### src/hw/rtl/rth_pkg.sv
// Shared constants and types for the RGB to HSV converter.
`default_nettype none

package rth_pkg;

   localparam int COMPONENT_BITS_DEF = 8;
   localparam int HUE_BITS           = 15;
   localparam int SAT_BITS           = 16;
   localparam int QUO_BITS           = 16;
   localparam int FRONT_STAGES       = 2;
   localparam int OUT_STAGES         = 1;

   // 60 degrees in 1/64 degree steps is 3840 = 4096 - 256
   localparam int HUE_MUL_HI = 12;
   localparam int HUE_MUL_LO = 8;

   localparam logic [HUE_BITS-1:0] HUE_DEG0   = 15'd0;
   localparam logic [HUE_BITS-1:0] HUE_DEG120 = 15'd7680;
   localparam logic [HUE_BITS-1:0] HUE_DEG240 = 15'd15360;
   localparam logic [HUE_BITS-1:0] HUE_DEG360 = 15'd23040;

   // hue sector control carried alongside the hue divider
   typedef struct packed {
      logic                neg;      // offset is subtracted (round up the quotient)
      logic                dz;       // delta is zero, hue forced to zero
      logic                mz;       // max is zero, saturation forced to zero
      logic [HUE_BITS-1:0] base;     // sector base angle
   } hue_ctl_type;

endpackage

`default_nettype wire

### src/hw/rtl/rgb_to_hsv.sv
// Top level of the RGB to HSV pixel converter.
//
//   channel  prefix  direction  handshake        payload
//   input    req_    in         valid / stall    red, green, blue
//   result   rsp_    out        valid / stall    hue, saturation, brightness
//
// One pixel per clock sustained while rsp_stall is low; pipeline stages:
// 2 front stages (extremes, numerators), 16 divider stages (one quotient
// bit each, hue and saturation dividers side by side), 1 output stage.
// Synchronous active-high reset clears the stage valid bits only.
// Each stage holds while it is full and the stage after it cannot take its
// transaction; empty stages keep filling, so bubbles collapse under a stall.
`default_nettype none

module rgb_to_hsv #(
   parameter int COMPONENT_BITS = rth_pkg::COMPONENT_BITS_DEF
) (
   input  wire logic                          clock,
   input  wire logic                          reset,
   input  wire logic                          req_valid,
   output      logic                          req_stall,
   input  wire logic [COMPONENT_BITS-1:0]     req_red,
   input  wire logic [COMPONENT_BITS-1:0]     req_green,
   input  wire logic [COMPONENT_BITS-1:0]     req_blue,
   output      logic                          rsp_valid,
   input  wire logic                          rsp_stall,
   output      logic [rth_pkg::HUE_BITS-1:0]  rsp_hue,
   output      logic [rth_pkg::SAT_BITS-1:0]  rsp_saturation,
   output      logic [COMPONENT_BITS-1:0]     rsp_brightness
);
   import rth_pkg::*;

   localparam int CB   = COMPONENT_BITS;
   localparam int HNW  = CB + HUE_MUL_HI;
   localparam int SNW  = CB + SAT_BITS;
   localparam int CTLW = $bits(hue_ctl_type);
   localparam int NSTG = FRONT_STAGES + QUO_BITS + OUT_STAGES;
   localparam int DIV0 = FRONT_STAGES;
   localparam int OUTS = FRONT_STAGES + QUO_BITS;

   // per-stage valid bits and load enables
   logic [NSTG-1:0] v_ff;
   logic [NSTG-1:0] en;

   // a stage loads when any stage from it to the output is empty,
   // or the output is being taken
   for (genvar i = 0; i < NSTG; i++) begin : g_en
      localparam logic [NSTG-1:0] UPPER = {NSTG{1'b1}} << i;
      assign en[i] = !rsp_stall || (((~v_ff) & UPPER) != '0);
   end

   always_ff @(posedge clock) begin
      if (reset) begin
         v_ff <= '0;
      end else begin
         for (int i = 0; i < NSTG; i++) begin
            if (en[i]) begin
               v_ff[i] <= (i == 0) ? req_valid : v_ff[(i == 0) ? 0 : i - 1];
            end
         end
      end
   end

   assign req_stall = !en[0];
   assign rsp_valid = v_ff[NSTG-1];

   // front end
   logic [HNW-1:0] hue_num;
   logic [CB-1:0]  hue_den;
   logic [SNW-1:0] sat_num;
   logic [CB-1:0]  sat_den;
   hue_ctl_type    ctl_f, ctl_d;
   logic [CTLW-1:0] ctl_bits;

   rth_front #(
      .COMPONENT_BITS(CB)
   ) u_front (
      .clock   (clock),
      .en      (en[FRONT_STAGES-1:0]),
      .red     (req_red),
      .green   (req_green),
      .blue    (req_blue),
      .hue_num (hue_num),
      .hue_den (hue_den),
      .sat_num (sat_num),
      .sat_den (sat_den),
      .ctl     (ctl_f)
   );

   // hue offset divider: 3840*d / delta, sector control rides along
   logic [QUO_BITS-1:0] hue_quo;
   logic                hue_rem_nz;

   rth_div #(
      .NW(HNW),
      .DW(CB),
      .QW(QUO_BITS),
      .SW(CTLW)
   ) u_hue_div (
      .clock  (clock),
      .en     (en[OUTS-1:DIV0]),
      .num    (hue_num),
      .den    (hue_den),
      .side_i (ctl_f),
      .quo    (hue_quo),
      .rem_nz (hue_rem_nz),
      .side_o (ctl_bits)
   );

   assign ctl_d = hue_ctl_type'(ctl_bits);

   // saturation divider: 65535*delta / max, brightness rides along
   logic [QUO_BITS-1:0] sat_quo;
   logic [CB-1:0]       bright_d;

   rth_div #(
      .NW(SNW),
      .DW(CB),
      .QW(QUO_BITS),
      .SW(CB)
   ) u_sat_div (
      .clock  (clock),
      .en     (en[OUTS-1:DIV0]),
      .num    (sat_num),
      .den    (sat_den),
      .side_i (sat_den),
      .quo    (sat_quo),
      .rem_nz (),
      .side_o (bright_d)
   );

   // result register
   rth_out #(
      .COMPONENT_BITS(CB)
   ) u_out (
      .clock      (clock),
      .en         (en[OUTS]),
      .hue_quo    (hue_quo),
      .hue_rem_nz (hue_rem_nz),
      .ctl        (ctl_d),
      .sat_quo    (sat_quo),
      .bright     (bright_d),
      .hue        (rsp_hue),
      .saturation (rsp_saturation),
      .brightness (rsp_brightness)
   );

endmodule

`default_nettype wire

### src/hw/rtl/rth_front.sv
// Front stages: max/min/sector decode, then divider numerators.
`default_nettype none

module rth_front #(
   parameter int COMPONENT_BITS = 8
) (
   input  wire logic                                          clock,
   input  wire logic [1:0]                                    en,
   input  wire logic [COMPONENT_BITS-1:0]                     red,
   input  wire logic [COMPONENT_BITS-1:0]                     green,
   input  wire logic [COMPONENT_BITS-1:0]                     blue,
   output      logic [COMPONENT_BITS+rth_pkg::HUE_MUL_HI-1:0] hue_num,
   output      logic [COMPONENT_BITS-1:0]                     hue_den,
   output      logic [COMPONENT_BITS+rth_pkg::SAT_BITS-1:0]   sat_num,
   output      logic [COMPONENT_BITS-1:0]                     sat_den,
   output      rth_pkg::hue_ctl_type                          ctl
);
   import rth_pkg::*;

   localparam int CB  = COMPONENT_BITS;
   localparam int HNW = CB + HUE_MUL_HI;
   localparam int SNW = CB + SAT_BITS;

   logic [CB-1:0]       mx_in, mn_in, d_in;
   logic                neg_in;
   logic [HUE_BITS-1:0] base_in;

   logic [CB-1:0]       mx_ff, delta_ff, d_ff;
   logic                neg_ff;
   logic [HUE_BITS-1:0] base_ff;

   logic [HNW-1:0]      hue_num_in, hue_num_ff;
   logic [SNW-1:0]      sat_num_in, sat_num_ff;
   logic [CB-1:0]       hue_den_ff, sat_den_ff;
   hue_ctl_type         ctl_in, ctl_ff;

   // stage 0: extremes and sector
   always_comb begin
      mx_in = (red > green) ? red : green;
      mx_in = (mx_in > blue) ? mx_in : blue;
      mn_in = (red < green) ? red : green;
      mn_in = (mn_in < blue) ? mn_in : blue;
      if (red >= green && red >= blue) begin
         if (green >= blue) begin
            base_in = HUE_DEG0;
            d_in    = green - blue;
            neg_in  = 1'b0;
         end else begin
            base_in = HUE_DEG360;
            d_in    = blue - green;
            neg_in  = 1'b1;
         end
      end else if (green >= blue) begin
         base_in = HUE_DEG120;
         neg_in  = (blue < red);
         d_in    = neg_in ? (red - blue) : (blue - red);
      end else begin
         base_in = HUE_DEG240;
         neg_in  = (red < green);
         d_in    = neg_in ? (green - red) : (red - green);
      end
   end

   always_ff @(posedge clock) begin
      if (en[0]) begin
         mx_ff    <= mx_in;
         delta_ff <= mx_in - mn_in;
         d_ff     <= d_in;
         neg_ff   <= neg_in;
         base_ff  <= base_in;
      end
   end

   // stage 1: numerators, 3840*d and 65535*delta by shift and subtract
   always_comb begin
      hue_num_in = (HNW'(d_ff) << HUE_MUL_HI) - (HNW'(d_ff) << HUE_MUL_LO);
      sat_num_in = (SNW'(delta_ff) << SAT_BITS) - SNW'(delta_ff);
      ctl_in.neg  = neg_ff;
      ctl_in.dz   = (delta_ff == '0);
      ctl_in.mz   = (mx_ff == '0);
      ctl_in.base = base_ff;
   end

   always_ff @(posedge clock) begin
      if (en[1]) begin
         hue_num_ff <= hue_num_in;
         sat_num_ff <= sat_num_in;
         hue_den_ff <= delta_ff;
         sat_den_ff <= mx_ff;
         ctl_ff     <= ctl_in;
      end
   end

   assign hue_num = hue_num_ff;
   assign hue_den = hue_den_ff;
   assign sat_num = sat_num_ff;
   assign sat_den = sat_den_ff;
   assign ctl     = ctl_ff;

endmodule

`default_nettype wire

### src/hw/rtl/rth_div.sv
// Pipelined restoring divider, one quotient bit per stage, with sideband.
`default_nettype none

module rth_div #(
   parameter int NW = 20,
   parameter int DW = 8,
   parameter int QW = 16,
   parameter int SW = 8
) (
   input  wire logic          clock,
   input  wire logic [QW-1:0] en,
   input  wire logic [NW-1:0] num,
   input  wire logic [DW-1:0] den,
   input  wire logic [SW-1:0] side_i,
   output      logic [QW-1:0] quo,
   output      logic          rem_nz,
   output      logic [SW-1:0] side_o
);

   // numerator is known to be below den * 2**QW
   localparam int CW = (NW > DW + QW) ? NW : DW + QW;

   logic [NW-1:0] rem_ff  [QW];
   logic [DW-1:0] den_ff  [QW];
   logic [QW-1:0] quo_ff  [QW];
   logic [SW-1:0] side_ff [QW];

   for (genvar k = 0; k < QW; k++) begin : g_stage
      localparam int SH = QW - 1 - k;

      logic [NW-1:0] rem_src;
      logic [DW-1:0] den_src;
      logic [QW-1:0] quo_src;
      logic [SW-1:0] side_src;
      logic [CW-1:0] rem_wide, den_wide;
      logic          ge;
      logic [NW-1:0] rem_in;
      logic [QW-1:0] quo_in;

      if (k == 0) begin : g_first
         assign rem_src  = num;
         assign den_src  = den;
         assign quo_src  = '0;
         assign side_src = side_i;
      end else begin : g_next
         assign rem_src  = rem_ff[k-1];
         assign den_src  = den_ff[k-1];
         assign quo_src  = quo_ff[k-1];
         assign side_src = side_ff[k-1];
      end

      assign rem_wide = CW'(rem_src);
      assign den_wide = CW'(den_src) << SH;
      assign ge       = (rem_wide >= den_wide);
      assign rem_in   = ge ? NW'(rem_wide - den_wide) : rem_src;
      assign quo_in   = {quo_src[QW-2:0], ge};

      always_ff @(posedge clock) begin
         if (en[k]) begin
            rem_ff[k]  <= rem_in;
            den_ff[k]  <= den_src;
            quo_ff[k]  <= quo_in;
            side_ff[k] <= side_src;
         end
      end
   end

   assign quo    = quo_ff[QW-1];
   assign rem_nz = |rem_ff[QW-1];
   assign side_o = side_ff[QW-1];

endmodule

`default_nettype wire

### src/hw/rtl/rth_out.sv
// Output stage: hue sector correction and special cases, result registers.
`default_nettype none

module rth_out #(
   parameter int COMPONENT_BITS = 8
) (
   input  wire logic                          clock,
   input  wire logic                          en,
   input  wire logic [rth_pkg::QUO_BITS-1:0]  hue_quo,
   input  wire logic                          hue_rem_nz,
   input  wire rth_pkg::hue_ctl_type          ctl,
   input  wire logic [rth_pkg::QUO_BITS-1:0]  sat_quo,
   input  wire logic [COMPONENT_BITS-1:0]     bright,
   output      logic [rth_pkg::HUE_BITS-1:0]  hue,
   output      logic [rth_pkg::SAT_BITS-1:0]  saturation,
   output      logic [COMPONENT_BITS-1:0]     brightness
);
   import rth_pkg::*;

   localparam int SW = QUO_BITS + 1;

   logic [SW-1:0]             hsum;
   logic [HUE_BITS-1:0]       hue_in, hue_ff;
   logic [SAT_BITS-1:0]       sat_in, sat_ff;
   logic [COMPONENT_BITS-1:0] bright_ff;

   // falling sectors take the ceiling of the offset
   always_comb begin
      if (ctl.neg) begin
         hsum = SW'(ctl.base) - SW'(hue_quo) - SW'(hue_rem_nz);
      end else begin
         hsum = SW'(ctl.base) + SW'(hue_quo);
      end
      hue_in = ctl.dz ? '0 : hsum[HUE_BITS-1:0];
      sat_in = ctl.mz ? '0 : sat_quo[SAT_BITS-1:0];
   end

   always_ff @(posedge clock) begin
      if (en) begin
         hue_ff    <= hue_in;
         sat_ff    <= sat_in;
         bright_ff <= bright;
      end
   end

   assign hue        = hue_ff;
   assign saturation = sat_ff;
   assign brightness = bright_ff;

endmodule

`default_nettype wire

### config.mk
export PLATFORM = sky130hd
export DESIGN_NAME = rgb_to_hsv
export DESIGN_NICKNAME = d
export VERILOG_FILES = /design/src/hw/rtl/rth_pkg.sv /design/src/hw/rtl/rgb_to_hsv.sv /design/src/hw/rtl/rth_front.sv /design/src/hw/rtl/rth_div.sv /design/src/hw/rtl/rth_out.sv
export SDC_FILE = /design/constraint.sdc
export NUM_CORES = 2
export LEC_CHECK = 0
export BUFFER_PORTS_ARGS = -buffer_cell sky130_fd_sc_hd__buf_2
export CORE_MARGIN = 4
export CORE_UTILIZATION = 64
export CTS_CLUSTER_SIZE = 28
export DETAILED_ROUTE_END_ITERATION = 8
export GPL_ROUTABILITY_DRIVEN = 1
export HOLD_SLACK_MARGIN = 0.05
export PLACE_DENSITY_LB_ADDON = 0.08
export SYNTH_ARGS = -nofsm -noshare
export SYNTH_HDL_FRONTEND = slang
export SYNTH_SLANG_ARGS = --single-unit
export TNS_END_PERCENT = 100
### constraint.sdc
create_clock -name clock -period 12.7 [get_ports clock]
set_input_delay 0.635 -clock clock [delete_from_list [all_inputs] [get_ports clock]]
set_output_delay 0.635 -clock clock [all_outputs]
set_load 0.02 [all_outputs]
==> impl_metrics.py <==
metrics = {
    "status": {
        "status": "finished clean",
    },
    "setup_path": {
        "crit_slowest_cell": "a21oi_1",
        "cp_max_fo": 16,
        "worstPathArrival_ns": 6.43,
        "critPathCaptureType": "register",
        "cp_top_family": "compound AO/OA/AOI/OAI gates",
        "path_buf_inv": 4,
        "max_stage_delay_ns": 0.75,
        "crit_required_ns": 13.18,
        "startpoint_type": "input pin",
        "crit_type": "input pin to register",
    },
    "yosys": {
        "synth_edf_count": 1329,
        "synth_compound_area_share_pct": 7.710,
        "synthCells": 4757,
        "yosys.area_share.adder_pct": 8.271,
        "syn_nets": 5176,
        "syn_area_per_cell_um2": 13.18,
        "synth-simple-area-share_pct": 9.885,
        "ys_seq_area_share_pct": 64.27,
        "syn_area_um2": 62690,
        "synthXorXnorAreaFrac_pct": 4.674,
        "synthArstFlopShare_pct": 0,
        "synth_ff_type": "edfxtp_1",
        "synth_seq_cells": 1348,
        "yosys_warnings": 0,
        "synthMuxAreaShare_pct": 1.754,
        "synth_cell_type_count": 85,
        "synth_top_family_by_area": "simple AND/OR/NAND/NOR gates",
    },
    "cts": {
        "post_cts_resize_count": 0,
        "cts_hold_buf": 1,
        "cts_inserted_buffers": 135,
        "post-cts-setup-buffer-count": 0,
        "h-tree-depth": 4,
        "cts_tree": "yes",
        "cts-root-buf": "clkbuf_16",
        "clk_pin_slew_ns": 0.06,
        "clk_latency_ns": 0.74,
        "cts_buffer_depth": 3,
        "cts.sinks": 1348,
    },
    "placement": {
        "place_inst": 6067,
        "port_buffers": 68,
        "gp_congestion": 0.8761,
        "hpwl_um": 76670,
    },
    "power_and_ir_drop": {
        "p_leak_nw": 27.11,
        "power.density_nw_per_um2": 267.8,
        "ir_drop_mv": 0.1558,
    },
    "drt": {
        "ant_nets": 0,
        "wl_um": 104200,
        "met1_length_um": 40820,
        "wl_met3_um": 3342,
        "viasPerCell": 5.555,
        "topRoutingLayerUsed": "met5",
        "wl_met2_um": 56420,
        "dr.pass1.iters": 7,
        "vias": 35100,
        "wire_per_inst_um": 16.49,
        "drc": 0,
        "drt-initial-drc-count": 1925,
    },
    "floorplan": {
        "die_w_um": 321.0,
        "initial_utilization_pct": 64.63,
        "ios": 69,
        "fp.dieH_um": 321.0,
        "row_count": 114,
        "core_area_um2": 96990,
        "die_area_um2": 103000,
    },
    "sta": {
        "finalCritPeriodShare_pct": 46.88,
        "hold_violations": 0,
        "finClkSkew_ns": 0.02450,
        "fin_crit_ns": 5.954,
        "fin_setup_tns_ns": 0,
        "slew_violations": 0,
        "setup_viol": 0,
        "fmax_ghz": 0.1679,
        "max_slew_margin_pct": 17.39,
        "whs_ns": 0.2350,
        "rsz0062_at_grt": "false",
        "tightest_slew_ns": 1.234,
    },
    "global_routing": {
        "grt_max_degree": 79,
        "grt_overflow": 0,
        "grtUsageTotal_pct": 20.50,
        "grt_pass1_vias": 35650,
        "antenna_found_initial": 4,
        "grt_pass1_wl_um": 171400,
    },
    "final_layout": {
        "fillers": 6458,
        "area_delta_synth_final_pct": 10.06,
        "finalNetCount": 5348,
        "drive_gt1_share_pct": 7.538,
        "fin_cells": 6318,
    },
    "run": {
        "cap_violations": 0,
    },
    "worst_hold_path": {
        "hold_path.class": "input pin to register",
    },
}
[cells by family after synthesis]
logic type / count (synthesis)
compound gates: 785
xor+xnor: 333
fa+ha+maj: 391
buf+inv: 570
flops: 1348
mux: 104
simple gates: 1226
[synth_stat cells, types with 5 or more instances]
cell / instances / area, um^2
a211o_1: 9 / 78.83
a211oi_1: 24 / 180.2
a21boi_0: 70 / 525.5
a21o_1: 56 / 420.4
a21oi_1: 184 / 920.9
a31oi_1: 15 / 93.84
and2_1: 11 / 68.82
and3_1: 12 / 75.07
and4b_1: 5 / 50.05
buf_2: 5 / 25.02
clkbuf_1: 49 / 183.9
dfxtp_1: 19 / 380.4
edfxtp_1: 1329 / 39910
fa_1: 39 / 780.8
ha_1: 352 / 4404
inv_1: 508 / 1907
mux2_2: 47 / 529.3
mux2i_1: 57 / 570.6
nand2_1: 295 / 1107
nand2b_1: 67 / 419.2
nand3_1: 55 / 275.3
nand3b_1: 19 / 142.6
nand4_1: 51 / 319.1
nand4b_1: 23 / 201.4
nor2_1: 316 / 1186
nor2b_1: 99 / 619.3
nor3_1: 91 / 455.4
nor3b_1: 7 / 52.55
nor4_1: 70 / 437.9
nor4b_1: 14 / 122.6
o211ai_1: 8 / 60.06
o21a_1: 32 / 240.2
o21ai_0: 272 / 1361
o21ai_1: 7 / 35.03
o21bai_1: 7 / 52.55
o31ai_1: 52 / 390.4
o41ai_1: 5 / 43.79
or2_2: 12 / 75.07
or3_1: 41 / 256.5
or4_1: 21 / 157.7
xnor2_1: 188 / 1647
xor2_1: 144 / 1261
[through the flow]
stage	worst slack, ns	total power (W)	util, %	area, um^2
floorplan	3.260	0.01308	-	62690
global placement	6.028	0.01442	66.68	64680
detailed placement	6.022	0.01469	66.68	64680
CTS	6.821	0.01858	71.14	69000
global route	6.197	0.01980	71.14	69000
finish	6.746	0.01848	71.14	69000
[power by group]
group          switching (W)  internal [W]  total (W)  leakage [nW]
Sequential           0.00104       0.00731    0.00835          13.7
Combinational        0.00339       0.00291    0.00631          11.3
Clock                0.00161       0.00220    0.00382          2.10
Total                0.00605        0.0124     0.0185          27.1
[layout by cell type, fill, tap and decap left out, types with 67 or more instances in the layout]
cell type / synthesis / final
inv_1: 508 / 501
xnor2_1: 188 / 188
a21boi_0: 70 / 70
nor3_1: 91 / 91
nand2b_1: 67 / 67
buf_2: 5 / 68
nor2_1: 316 / 316
nand2_1: 295 / 288
nor2b_1: 99 / 99
nor4_1: 70 / 70
a21oi_1: 184 / 184
o21ai_0: 272 / 271
clkbuf_16: 0 / 137
edfxtp_1: 1329 / 1329
ha_1: 352 / 352
xor2_1: 144 / 144
[path summary, 6_finish.rpt]
check	end	slack, ns	depth (start not counted)	startpoint
min	v_ff[18]	0.24	3	rsp_stall
min reg2reg	u_hue_div.quo_ff[0][113]	0.41	0	u_hue_div.quo_ff[0][96]
max	u_front.delta_ff[7]	6.75	25	req_red[0]
max reg2reg	u_front.sat_num[18]	8.52	10	v_ff[18]
[per-layer routing]
layer	vias up	GRT usage (%)
met2	532	39.54
met1	16660	22.49
met3	233	3.278
li1	17670	-
met4	6	8.025
met5	-	0
[state kept, by name, indices dropped and copies added, names as in the netlist, 12 cells and up]
| register | count |
|---|---|
| u_front.hue_num | 12 |
| u_front.sat_num | 22 |
| u_hue_div.den_ff | 120 |
| u_hue_div.quo_ff | 120 |
| u_hue_div.rem_ff | 228 |
| u_hue_div.side_ff | 128 |
| u_out.hue | 15 |
| u_out.saturation | 16 |
| u_sat_div.den_ff | 56 |
| u_sat_div.quo_ff | 136 |
| u_sat_div.rem_ff | 342 |
| u_sat_div.side_ff | 72 |
| v_ff | 19 |
[worst min-delay path, stage by stage]
cell and delay, ns:
buf_2 0.13, a21oi_1 0.08, nor2_1 0.09
[final cells by class]
cell class	instances	area, um^2	share of cell area, %
Multi-Input combinational cell	2839	20340	29.48
Clock buffer	166	3537	5.126
Inverter	510	1918	2.780
Timing Repair Buffer	95	545.5	0.7906
Clock inverter	83	774.5	1.122
Tap cell	1276	1597	2.314
Sequential cell	1348	40290	58.39
Antenna cell	1	2.502	0.003627
(Power assumes the default switching activity.)
